[src/hw/rtl/ppp_pkg.sv]
// Package for the parallel printer port: command and result codes,
// register indexes and byte constants. No dependencies.
package ppp_pkg;

  typedef enum logic [2:0] {
    CMD_RD_DATA  = 3'd0,
    CMD_RD_CTRL  = 3'd1,
    CMD_RD_STAT  = 3'd2,
    CMD_WR_DATA  = 3'd3,
    CMD_WR_CTRL  = 3'd4,
    CMD_TICK     = 3'd5,
    CMD_RSVD6    = 3'd6,
    CMD_RSVD7    = 3'd7
  } cmd_t;

  typedef enum logic [1:0] {
    KIND_READ  = 2'd0,
    KIND_PRINT = 2'd1,
    KIND_CLOSE = 2'd2,
    KIND_RSVD  = 2'd3
  } kind_t;

  typedef enum logic [1:0] {
    REG_ADD_LF  = 2'd0,
    REG_ADD_FF  = 2'd1,
    REG_TIMEOUT = 2'd2,
    REG_NONE    = 2'd3
  } reg_idx_t;

  localparam logic [7:0]  STATUS_BASE  = 8'h9F;
  localparam logic [7:0]  STATUS_NOACK = 8'h40;
  localparam logic [7:0]  CHAR_CR      = 8'h0D;
  localparam logic [7:0]  CHAR_LF      = 8'h0A;
  localparam logic [7:0]  CHAR_FF      = 8'd12;
  localparam logic [3:0]  CTRL_MASK    = 4'hF;
  localparam int unsigned CTRL_STROBE  = 0;
  localparam int unsigned CTRL_AUTOLF  = 1;
  localparam logic [15:0] TIMEOUT_RST  = 16'd500;
  localparam logic [16:0] IDLE_MAX     = 17'h1FFFF;
  localparam int unsigned RES_DEPTH    = 3;

endpackage

[src/hw/rtl/parallel_printer_port.sv]
// Top level of the parallel printer port: input register, print/job logic,
// result bundle register and APB-style register port. Uses ppp_pkg.
//
// Usage: each item on the in_ channel is one bus access or one tick
// (in_tuser = command, in_tdata = byte for writes). The out_ channel returns
// the results of each item in order: out_tuser = kind (read, printed byte,
// job closed), out_tdata = byte, out_tlast marks the final result of an item.
// Items that cause no result (data writes, writes without a strobe edge,
// quiet ticks, unused commands) produce nothing on out_.
// An accepted item waits in the input register, then its results are loaded
// into the result register and shown on out_. Throughput: one item per
// cycle while no item has more than one result and out_tready is high.
// An item with several results (up to 3: a CR with both line-feed options;
// 2: a form feed plus job close) holds the result register until all are
// taken, one per cycle while out_tready is high, and it alone sets the rate.
// Reset (rst_n low, synchronous): all port state clears, no job is open,
// idle_timeout returns to 500 and both feed options are off.
// When the receiver stalls, the result register holds; one more item can
// wait in the input register, then in_tready drops.
// Registers at byte addresses 0 (add_line_feed), 4 (add_form_feed),
// 8 (idle_timeout); write them only while the port is idle.
module parallel_printer_port (
  input  logic        clk,
  input  logic        rst_n,
  input  logic        in_tvalid,
  output logic        in_tready,
  input  logic [7:0]  in_tdata,   // [7:0] write_value
  input  logic [2:0]  in_tuser,   // [2:0] cmd
  output logic        out_tvalid,
  input  logic        out_tready,
  output logic [7:0]  out_tdata,  // [7:0] value
  output logic [1:0]  out_tuser,  // [1:0] kind
  output logic        out_tlast,
  input  logic        cfg_psel,
  input  logic        cfg_penable,
  input  logic        cfg_pwrite,
  input  logic [3:0]  cfg_paddr,
  input  logic [31:0] cfg_pwdata,
  output logic [31:0] cfg_prdata,
  output logic        cfg_pready
);
  import ppp_pkg::*;

  // configuration
  logic        add_lf_r;
  logic        add_ff_r;
  logic [15:0] timeout_r;
  reg_idx_t    cfg_idx;
  logic        cfg_wr;

  // input register
  logic        in_vld_r;
  cmd_t        in_cmd_r;
  logic [7:0]  in_wv_r;

  // port state
  logic [7:0]  data_latch_r, data_latch_nxt;
  logic [3:0]  ctrl_r, ctrl_nxt;
  logic        ack_r, ack_nxt;
  logic [7:0]  prev_r, prev_nxt;
  logic        job_r, job_nxt;
  logic [16:0] idle_r, idle_nxt;

  // result bundle
  kind_t       res_kind_r [RES_DEPTH];
  logic [7:0]  res_val_r  [RES_DEPTH];
  logic [1:0]  res_cnt_r;
  logic [1:0]  res_idx_r;
  kind_t       res_kind_nxt [RES_DEPTH];
  logic [7:0]  res_val_nxt  [RES_DEPTH];
  logic [1:0]  res_cnt_nxt;

  logic        take;
  logic        bundle_free;
  logic        move;
  logic        strobe_fall;
  logic [16:0] idle_inc;
  logic        close;

  // ---------------- configuration port ----------------
  assign cfg_pready = 1'b1;
  assign cfg_idx    = reg_idx_t'(cfg_paddr[3:2]);
  assign cfg_wr     = cfg_psel & cfg_penable & cfg_pwrite & cfg_pready;

  always_comb begin
    unique case (cfg_idx)
      REG_ADD_LF:  cfg_prdata = {31'd0, add_lf_r};
      REG_ADD_FF:  cfg_prdata = {31'd0, add_ff_r};
      REG_TIMEOUT: cfg_prdata = {16'd0, timeout_r};
      default:     cfg_prdata = 32'd0;
    endcase
  end

  always_ff @(posedge clk) begin
    if (!rst_n) begin
      add_lf_r  <= 1'b0;
      add_ff_r  <= 1'b0;
      timeout_r <= TIMEOUT_RST;
    end else if (cfg_wr) begin
      unique case (cfg_idx)
        REG_ADD_LF:  add_lf_r  <= cfg_pwdata[0];
        REG_ADD_FF:  add_ff_r  <= cfg_pwdata[0];
        REG_TIMEOUT: timeout_r <= cfg_pwdata[15:0];
        default: ;
      endcase
    end
  end

  // ---------------- handshakes ----------------
  assign out_tvalid  = res_idx_r < res_cnt_r;
  assign out_tlast   = (res_idx_r + 2'd1) == res_cnt_r;
  assign out_tdata   = res_val_r[res_idx_r];
  assign out_tuser   = res_kind_r[res_idx_r];
  assign take        = out_tvalid & out_tready;
  assign bundle_free = !out_tvalid | (take & out_tlast);
  assign move        = in_vld_r & bundle_free;
  assign in_tready   = !in_vld_r | move;

  always_ff @(posedge clk) begin
    if (!rst_n) begin
      in_vld_r <= 1'b0;
    end else if (in_tready) begin
      in_vld_r <= in_tvalid;
    end
  end

  always_ff @(posedge clk) begin
    if (in_tvalid && in_tready) begin
      in_cmd_r <= cmd_t'(in_tuser);
      in_wv_r  <= in_tdata;
    end
  end

  // ---------------- item processing ----------------
  assign strobe_fall = !in_wv_r[CTRL_STROBE] & ctrl_r[CTRL_STROBE];
  assign idle_inc    = (idle_r == IDLE_MAX) ? idle_r : idle_r + 17'd1;
  assign close       = (timeout_r != 16'd0) && (idle_inc > {1'b0, timeout_r});

  always_comb begin
    data_latch_nxt = data_latch_r;
    ctrl_nxt       = ctrl_r;
    ack_nxt        = ack_r;
    prev_nxt       = prev_r;
    job_nxt        = job_r;
    idle_nxt       = idle_r;
    res_cnt_nxt    = 2'd0;
    for (int i = 0; i < RES_DEPTH; i++) begin
      res_kind_nxt[i] = KIND_READ;
      res_val_nxt[i]  = 8'd0;
    end

    unique case (in_cmd_r)
      CMD_RD_DATA: begin
        res_val_nxt[0] = data_latch_r;
        res_cnt_nxt    = 2'd1;
      end
      CMD_RD_CTRL: begin
        res_val_nxt[0] = {4'd0, ctrl_r};
        res_cnt_nxt    = 2'd1;
      end
      CMD_RD_STAT: begin
        res_val_nxt[0] = STATUS_BASE | (ack_r ? 8'd0 : STATUS_NOACK);
        res_cnt_nxt    = 2'd1;
        ack_nxt        = 1'b0;
      end
      CMD_WR_DATA: begin
        data_latch_nxt = in_wv_r;
      end
      CMD_WR_CTRL: begin
        if (strobe_fall) begin
          job_nxt  = 1'b1;
          idle_nxt = 17'd0;
          ack_nxt  = 1'b1;
          res_kind_nxt[0] = KIND_PRINT;
          res_val_nxt[0]  = data_latch_r;
          res_cnt_nxt     = 2'd1;
          // with add_lf_r: extra LF after a printed CR unless this byte is LF
          if (add_lf_r && prev_r == CHAR_CR && data_latch_r != CHAR_LF) begin
            res_kind_nxt[res_cnt_nxt] = KIND_PRINT;
            res_val_nxt[res_cnt_nxt]  = CHAR_LF;
            res_cnt_nxt               = res_cnt_nxt + 2'd1;
          end
          if (add_lf_r) begin
            prev_nxt = data_latch_r;
          end
          // autofeed: LF after a printed CR
          if (in_wv_r[CTRL_AUTOLF] && data_latch_r == CHAR_CR) begin
            res_kind_nxt[res_cnt_nxt] = KIND_PRINT;
            res_val_nxt[res_cnt_nxt]  = CHAR_LF;
            res_cnt_nxt               = res_cnt_nxt + 2'd1;
            if (add_lf_r) begin
              prev_nxt = CHAR_LF;
            end
          end
        end
        ctrl_nxt = in_wv_r[3:0] & CTRL_MASK;
      end
      CMD_TICK: begin
        if (job_r) begin
          if (close) begin
            if (add_ff_r) begin
              res_kind_nxt[res_cnt_nxt] = KIND_PRINT;
              res_val_nxt[res_cnt_nxt]  = CHAR_FF;
              res_cnt_nxt               = res_cnt_nxt + 2'd1;
            end
            res_kind_nxt[res_cnt_nxt] = KIND_CLOSE;
            res_val_nxt[res_cnt_nxt]  = 8'd0;
            res_cnt_nxt               = res_cnt_nxt + 2'd1;
            prev_nxt = 8'd0;
            job_nxt  = 1'b0;
            idle_nxt = 17'd0;
          end else begin
            idle_nxt = idle_inc;
          end
        end
      end
      default: ;
    endcase
  end

  always_ff @(posedge clk) begin
    if (!rst_n) begin
      data_latch_r <= 8'd0;
      ctrl_r       <= 4'd0;
      ack_r        <= 1'b0;
      prev_r       <= 8'd0;
      job_r        <= 1'b0;
      idle_r       <= 17'd0;
    end else if (move) begin
      data_latch_r <= data_latch_nxt;
      ctrl_r       <= ctrl_nxt;
      ack_r        <= ack_nxt;
      prev_r       <= prev_nxt;
      job_r        <= job_nxt;
      idle_r       <= idle_nxt;
    end
  end

  // result bundle: loaded whole; one result drained per cycle when not stalled
  always_ff @(posedge clk) begin
    if (!rst_n) begin
      res_cnt_r <= 2'd0;
      res_idx_r <= 2'd0;
    end else if (move) begin
      res_cnt_r <= res_cnt_nxt;
      res_idx_r <= 2'd0;
    end else if (take) begin
      res_idx_r <= res_idx_r + 2'd1;
    end
  end

  always_ff @(posedge clk) begin
    if (move) begin
      for (int i = 0; i < RES_DEPTH; i++) begin
        res_kind_r[i] <= res_kind_nxt[i];
        res_val_r[i]  <= res_val_nxt[i];
      end
    end
  end

  // ---------------- assertions ----------------
  a_idx_in_range: assert property (@(posedge clk) disable iff (!rst_n)
    res_idx_r <= res_cnt_r)
    else $error("result index past result count");

  a_load_shows: assert property (@(posedge clk) disable iff (!rst_n)
    move && res_cnt_nxt != 2'd0 |=> out_tvalid && res_idx_r == 2'd0)
    else $error("loaded results not presented");

  a_close_is_last: assert property (@(posedge clk) disable iff (!rst_n)
    out_tvalid && out_tuser == KIND_CLOSE |-> out_tlast && out_tdata == 8'd0)
    else $error("job close not the final result");

  a_idle_only_open: assert property (@(posedge clk) disable iff (!rst_n)
    !job_r |-> idle_r == 17'd0)
    else $error("idle count running with no job open");

  a_close_clears_job: assert property (@(posedge clk) disable iff (!rst_n)
    take && out_tuser == KIND_CLOSE |-> !job_r || in_vld_r)
    else $error("job still open after close result");

endmodule

[config.mk]
export PLATFORM = sky130hd
export DESIGN_NAME = parallel_printer_port
export DESIGN_NICKNAME = d
export VERILOG_FILES = /design/src/hw/rtl/ppp_pkg.sv /design/src/hw/rtl/parallel_printer_port.sv
export SDC_FILE = /design/constraint.sdc
export NUM_CORES = 1
export LEC_CHECK = 0
export BUFFER_PORTS_ARGS = -buffer_cell sky130_fd_sc_hd__buf_2
export CORE_MARGIN = 8
export CORE_UTILIZATION = 30
export DETAILED_ROUTE_END_ITERATION = 6
export SYNTH_ARGS = -nofsm -noshare
export SYNTH_HDL_FRONTEND = slang
export SYNTH_SLANG_ARGS = --single-unit
[constraint.sdc]
create_clock -name clk -period 6 [get_ports clk]
set_clock_uncertainty 0.2 [all_clocks]
set_input_delay 0.6 -clock clk [delete_from_list [all_inputs] [get_ports clk]]
set_output_delay 0.6 -clock clk [all_outputs]
set_load 0.02 [all_outputs]
==> impl_results.md, run 1 <==
* Run status: complete, no violations
* H-tree level count at 3
* Commonest cells after routing, fill and taps aside: 66 x sky130_fd_sc_hd__nand2_1, 64 x sky130_fd_sc_hd__dfxtp_1, 64 x sky130_fd_sc_hd__buf_2
* Final critical delay including setup and external delays at 4980 ps
* Initial DRC count at 251
* Ratio of routed vias to standard cells at 4.85
* Clk buf depth at 2
* Number of buffers added by the clock tree synthesis step at 9
* Final weighted congestion in routability-driven placement at 0.796
* DRC at 0
* Wire length of the first global-routing pass at 20.1 mm
* GR Util met2 at 17.3%
* Top Usage Layer GRT: met2
* Drt pass-1 iters at 4
* Share of final-layout standard cells stronger than drive strength 1 at 16.1%
* Max-slew violation total from the final report at 0
* Worst R2R Start: idle_r[0]
* # Max-Cap Violations at 0
* Sort of element at the end of the critical path: flip-flop
* Total Power at 0.00133 W
* Worst Setup SP: idle_r[0]
* Final Hold Violating Endpoints at 0
* Antenna Cells at 0
* Area delta synth->final at 14.6%
* Inst Count DP at 830
* Setup repair after global routing missed its margin: false
* Row count at 47
* Worst Tran Pin Value at 855 ps
* I/O Pins at 100
* Core utilization of the finished layout at 34.7%
* Number of antenna violations at the first check in global routing at 0
* Number of vias in the routed layout at 4,101
* Die Height at 145 um
* Final TNS setup at 0 ps
* Share of flip-flops with an asynchronous set or reset after synthesis at 0%
* # setup viols final at 0
* Number of synthesized register bits at 90
* Number of warnings issued by yosys at 0
* Crit path kind: reg2reg
* Chip width at 145 um
* Cts-stage hold buffer count at 0
* Initial standard-cell utilization of the core at 30.3%
* Number of distinct library cells after synthesis at 63
* Number of routed nets with antenna violations at 0
* Grt met1 use at 16.9%
* Pin count of the biggest net entering global routing at 39
* Global Route met3 Usage at 2.82%
* Proportion of synthesized chip area in sequential cells at 41.5%
* Static power due to leakage at 2.27 nW
* Post-synthesis instance area at 0.00497 mm^2
* Worst hold path cell count at 1
* Power density over cell area at 234 mW/mm^2
* Critical path startpoint category: flip-flop
* Startpoint of the worst hold path: in_tdata[0]
* Crit path required time at 5890 ps
* Sinks on Clock Net at 90
* Detailed-route wire length per cell at 14.4 um
* Data arrival at the endpoint of the critical path at 4880 ps
* Die area at 0.0209 mm^2
* Routed Wire Length at 12.2 mm
* Total congestion overflow after global routing at 0
* F_max at 0.201 GHz
* Post-CTS Setup Bufs at 0
* Number of cell instances on the worst register-to-register path at 13
* Worst Hold Margin at 223 ps
* Fill cell count at 1,712
* Slew headroom at 42.7%
* Count of input and output buffers at 64
* Count of non-filler cells in the finished layout at 846
* CTS root buf: sky130_fd_sc_hd__clkbuf_16
* Highest fanout seen on the critical path at 15
* TritonCTS clock tree: built
* Total routing usage reported by global routing at 12.1%
* Kind of path behind the tightest hold check: in2reg
* Mean cell area of the mapped netlist at 8.75 um^2
* Final net count at 696
* Top_reg_cell synth: sky130_fd_sc_hd__dfxtp_1
* Peak VDD IR at 0.103 mV
* Std-Cell Core Area at 0.0164 mm^2
* Final period utilization at 83.1%
* Number of flops mapped to enable cells by yosys at 26
* Most common cell after layout, fill and taps aside: sky130_fd_sc_hd__nand2_1
* Number of instances resized during post-cts repair at 0
* Latest clock arrival within the worst-skew pair at 350 ps
* Number of global-route vias before repair at 3,930
* Post-CTS clock slew at the launch and capture registers of the worst setup and hold paths at 70 ps
* Final HPWL DP at 8.98 mm
* Gate count after technology mapping at 568
-- per-stage QoR --
step | setup slack (ps) | cell area (um^2)
2_1_floorplan | 1580 | 5020
3_3_place_gp | 1090 | 5410
3_5_place_dp | 1050 | 5410
4_1_cts | 1020 | 5690
5_1_grt | 766 | 5690
6_report | 1020 | 5690
-- synthesized netlist by cell type (8+ instances only) --
cell type / count / area share (%)
sky130_fd_sc_hd__o21ai_0: 19 / 1.9
sky130_fd_sc_hd__mux2i_1: 17 / 3.4
sky130_fd_sc_hd__a31oi_1: 9 / 1.1
sky130_fd_sc_hd__a21oi_1: 43 / 4.3
sky130_fd_sc_hd__nor2_1: 49 / 3.7
sky130_fd_sc_hd__buf_4: 18 / 2.7
sky130_fd_sc_hd__nand4_1: 14 / 1.8
sky130_fd_sc_hd__ha_1: 21 / 5.3
sky130_fd_sc_hd__nand3_1: 19 / 1.9
sky130_fd_sc_hd__clkbuf_1: 17 / 1.3
sky130_fd_sc_hd__dfxtp_1: 64 / 26
sky130_fd_sc_hd__nand2_1: 66 / 5.0
sky130_fd_sc_hd__edfxtp_1: 26 / 16
sky130_fd_sc_hd__inv_1: 32 / 2.4
sky130_fd_sc_hd__and3_1: 8 / 1.0
sky130_fd_sc_hd__nor3_1: 14 / 1.4
sky130_fd_sc_hd__and2_1: 25 / 3.1
-- worst max-delay path, stage by stage (launching register included) --
cell	delay, ps
sky130_fd_sc_hd__dfxtp_1	470
sky130_fd_sc_hd__ha_1	420
sky130_fd_sc_hd__nand3_1	190
sky130_fd_sc_hd__or3_1	440
sky130_fd_sc_hd__o21ai_0	440
sky130_fd_sc_hd__nor3_1	110
sky130_fd_sc_hd__or2_2	310
sky130_fd_sc_hd__ha_1	280
sky130_fd_sc_hd__nand4_1	100
sky130_fd_sc_hd__or4_1	570
sky130_fd_sc_hd__a2111o_1	440
sky130_fd_sc_hd__o311ai_4	240
sky130_fd_sc_hd__nor2_1	230
sky130_fd_sc_hd__a211o_1	290
-- per-layer routing --
metal | up-vias | wire (um)
met5 | - | 0
li1 | 2114 | -
met1 | 1851 | 6380
met4 | 0 | 231
met3 | 15 | 692
met2 | 121 | 4910
-- worst paths after layout --
kind / end / slack (ps)
min: in_wv_r[0] / 220
max: res_val_r[0][3] / 1020
min reg2reg: ack_r / 270
max reg2reg: res_val_r[0][3] / 1020
-- sequential cells by signal, indices dropped and copies added (netlist names), named ones only --
signal        count
in_cmd_r          3
res_kind_r        5
idle_r           17
ack_r             1
timeout_r        16
in_wv_r           8
res_cnt_r         2
res_idx_r         2
add_ff_r          1
res_val_r        10
add_lf_r          1
data_latch_r      8
job_r             1
ctrl_r            4
prev_r            8
in_vld_r          1
-- power by group --
| part | internal [W] | switching [W] | total (W) |
|---|---|---|---|
| sequential | 0.000647 | 0.0000156 | 0.000662 |
| combinational | 0.0000456 | 0.0000915 | 0.000137 |
| clock | 0.000286 | 0.000249 | 0.000535 |
| total | 0.000978 | 0.000357 | 0.00133 |
-- cells by family (layout without fill, tap and decap cells) --
group,after synthesis,in the layout,synth area share [%]
AO/OA/AOI/OAI,121,121,16.5
XOR/XNOR,11,11,2.22
AND/OR/NAND/NOR,232,232,23.4
other,2,17,0.151
multiplexers,18,18,3.65
buffers and inverters,73,116,7.25
adder cells (fa/ha/maj),21,21,5.29
flip-flops,90,90,41.5
-- cell type report --
type / count / area (um^2) / share of cell area (%)
inverter: 32 / 120 / 2.11
timing repair buffer: 68 / 350 / 6.15
clock inverter: 6 / 50.0 / 0.879
tap: 220 / 275 / 4.84
clock buffer: 10 / 229 / 4.02
multi-input combinational: 420 / 2610 / 45.8
sequential: 90 / 2060 / 36.2
No activity file was read; power rests on OpenSTA's default activity.
==> run 2, diff against run 1 <==
Clock period 6 ns to 5 ns, I/O delays scaled along.
==> impl_results.md, run 2 (synthesized netlist as in run 1, its figures left out) <==
* Total Power at 0.00168 W (+26%)
* Final weighted congestion in routability-driven placement at 0.799 (+0.43%)
* Max reg flops at 17 (unchanged)
* Number of routed nets with antenna violations at 0 (unchanged)
* Row count at 47 (unchanged)
* Die Height at 145 um (unchanged)
* Worst Tran Pin Value at 840 ps (-15.6 ps)
* Number of antenna violations at the first check in global routing at 0 (unchanged)
* Initial standard-cell utilization of the core at 30.3% (unchanged)
* Peak VDD IR at 0.155 mV (+50%)
* CTS root buf: sky130_fd_sc_hd__clkbuf_16
* Commonest cells after routing, fill and taps aside: 66 x sky130_fd_sc_hd__nand2_1, 64 x sky130_fd_sc_hd__dfxtp_1, 64 x sky130_fd_sc_hd__buf_2
* I/O Pins at 100 (unchanged)
* Static power due to leakage at 2.31 nW (+2.0%)
* Core utilization of the finished layout at 35.1% (+0.43 points)
* Kind of path behind the tightest hold check: in2reg
* Std-Cell Core Area at 0.0164 mm^2 (unchanged)
* Pin count of the biggest net entering global routing at 40 (+2.6%)
* # setup viols final at 0 (unchanged)
* Total congestion overflow after global routing at 0 (unchanged)
* Max-slew violation total from the final report at 0 (unchanged)
* Crit path max-delay cell type: sky130_fd_sc_hd__or4_1
* Clk buf depth at 2 (unchanged)
* Drt pass-1 iters at 5 (+1)
* Sort of element at the end of the critical path: flip-flop
* Number of global-route vias before repair at 3,984 (+1.4%)
* Final period utilization at 89.3% (+6.3 points)
* Setup repair after global routing missed its margin: false
* Antenna Cells at 0 (unchanged)
* Data arrival at the endpoint of the critical path at 4540 ps (-340 ps)
* Fill cell count at 1,696 (-0.93%)
* Final Hold Violating Endpoints at 0 (unchanged)
* Multi-input combinational cell area at 0.00261 mm^2 (unchanged)
* Area occupied by registers at 0.00206 mm^2 (unchanged)
* Area delta synth->final at 16.0%
* Slew headroom at 43.6% (+0.92 points)
* Wire length of the first global-routing pass at 20.0 mm (-0.44%)
* Sinks on Clock Net at 90 (unchanged)
* Detailed-route wire length per cell at 14.3 um (-0.86%)
* Final net count at 700 (+0.57%)
* Post-CTS clock slew at the launch and capture registers of the worst setup and hold paths at 60 ps (about the same)
* H-tree level count at 3 (unchanged)
* Routed Wire Length at 12.2 mm (-0.39%)
* Final HPWL DP at 8.93 mm (-0.54%)
* Run status: complete, no violations
* Registers with the highest flip-flop counts: idle_r: 17 flops, timeout_r: 16 flops, res_val_r: 10 flops
* Ratio of routed vias to standard cells at 4.86 (+0.35%)
* Most common cell after layout, fill and taps aside: sky130_fd_sc_hd__nand2_1
* Crit path kind: reg2reg
* Total routing usage reported by global routing at 12.0% (-0.15 points)
* Initial DRC count at 270 (+7.6%)
* Share of final-layout standard cells stronger than drive strength 1 at 16.8% (+0.69 points)
* # Max-Cap Violations at 0 (unchanged)
* Post-CTS Setup Bufs at 0 (unchanged)
* Worst Hold Margin at 131 ps (-91.8 ps)
* Count of input and output buffers at 64 (unchanged)
* Highest fanout seen on the critical path at 13 (-2)
* Chip width at 145 um (unchanged)
* TritonCTS clock tree: built
* Final TNS setup at 0 ps (unchanged)
* Number of instances resized during post-cts repair at 0 (unchanged)
* Crit path required time at 5070 ps (-820 ps)
* Number of vias in the routed layout at 4,135 (+0.83%)
* Number of buffers added by the clock tree synthesis step at 9 (unchanged)
* Largest reg by FF count: idle_r
* Latest clock arrival within the worst-skew pair at 350 ps (about the same)
* Cts-stage hold buffer count at 0 (unchanged)
* DRC at 0 (unchanged)
* Power density over cell area at 291 mW/mm^2 (+24%)
* Final non-filler cell area at 0.00576 mm^2 (+1.3%)
* Critical-path cell list: ha_1 > nand3_1 > or3_1 > o21ai_0 > nor3_1 > or2_2 > ha_1 > nand4_1 > or4_1 > a2111o_1 > o311ai_4 > buf_4 > nand3_2 > o211ai_2
* F_max at 0.224 GHz (+12%)
* Most frequent cell on the critical path: sky130_fd_sc_hd__ha_1
* Critical path startpoint category: flip-flop
* Cell area reported after detailed placement at 0.00544 mm^2 (+0.55%)
* Die area at 0.0209 mm^2 (unchanged)
* Max incr delay on CP at 570 ps (about the same)
* Final critical delay including setup and external delays at 4470 ps (-518 ps)
run 2: area by class of cell:
class,count,share of cell area (%)
inverters,32,2.08
repair buffers,72,6.60
clock buffers,10,4.34
well taps,220,4.78
flip-flops and latches,90,35.8
clock inverters,6,1.22
multi-input cells,420,45.2
run 2: path summary, 6_finish.rpt:
path | from | cells after the start | to | slack, ps
worst max-delay path | idle_r[0] | 14 | idle_r[10] | 530
worst min-delay path | in_tdata[7] | 1 | in_wv_r[7] | 130
worst max register to register | idle_r[0] | 14 | idle_r[10] | 530
worst min register to register | ack_r | 2 | ack_r | 270
run 2: critical path: cells and delay by family (launching register included):
kind            cells  cell delay (ps)
compound gates      4             1100
simple gates        7             1800
flops               1              460
fa+ha+maj           2              500
buf+inv             1              330
run 2: layer usage:
layer / vias to the layer above / wire length (um) / global-route usage, %
met5: - / 0 / 0
met1: 1894 / 6550 / 17.5
li1: 2117 / - / -
met3: 12 / 553 / 2.00
met2: 112 / 4870 / 17.0
met4: 0 / 195 / 4.71
run 2: power breakdown:
group          leakage [nW]  internal [W]  switching [W]
Clock                 0.160      0.000423       0.000297
Combinational          1.39     0.0000547       0.000110
Sequential            0.766      0.000776      0.0000189
run 2: through the flow:
stage | setup WS [ps] | std cells
final | 533 | 850
after global placement | 592 | 834
after floorplan | 583 | 583
after global routing | 225 | 850
after CTS | 534 | 850
after detailed placement | 549 | 834
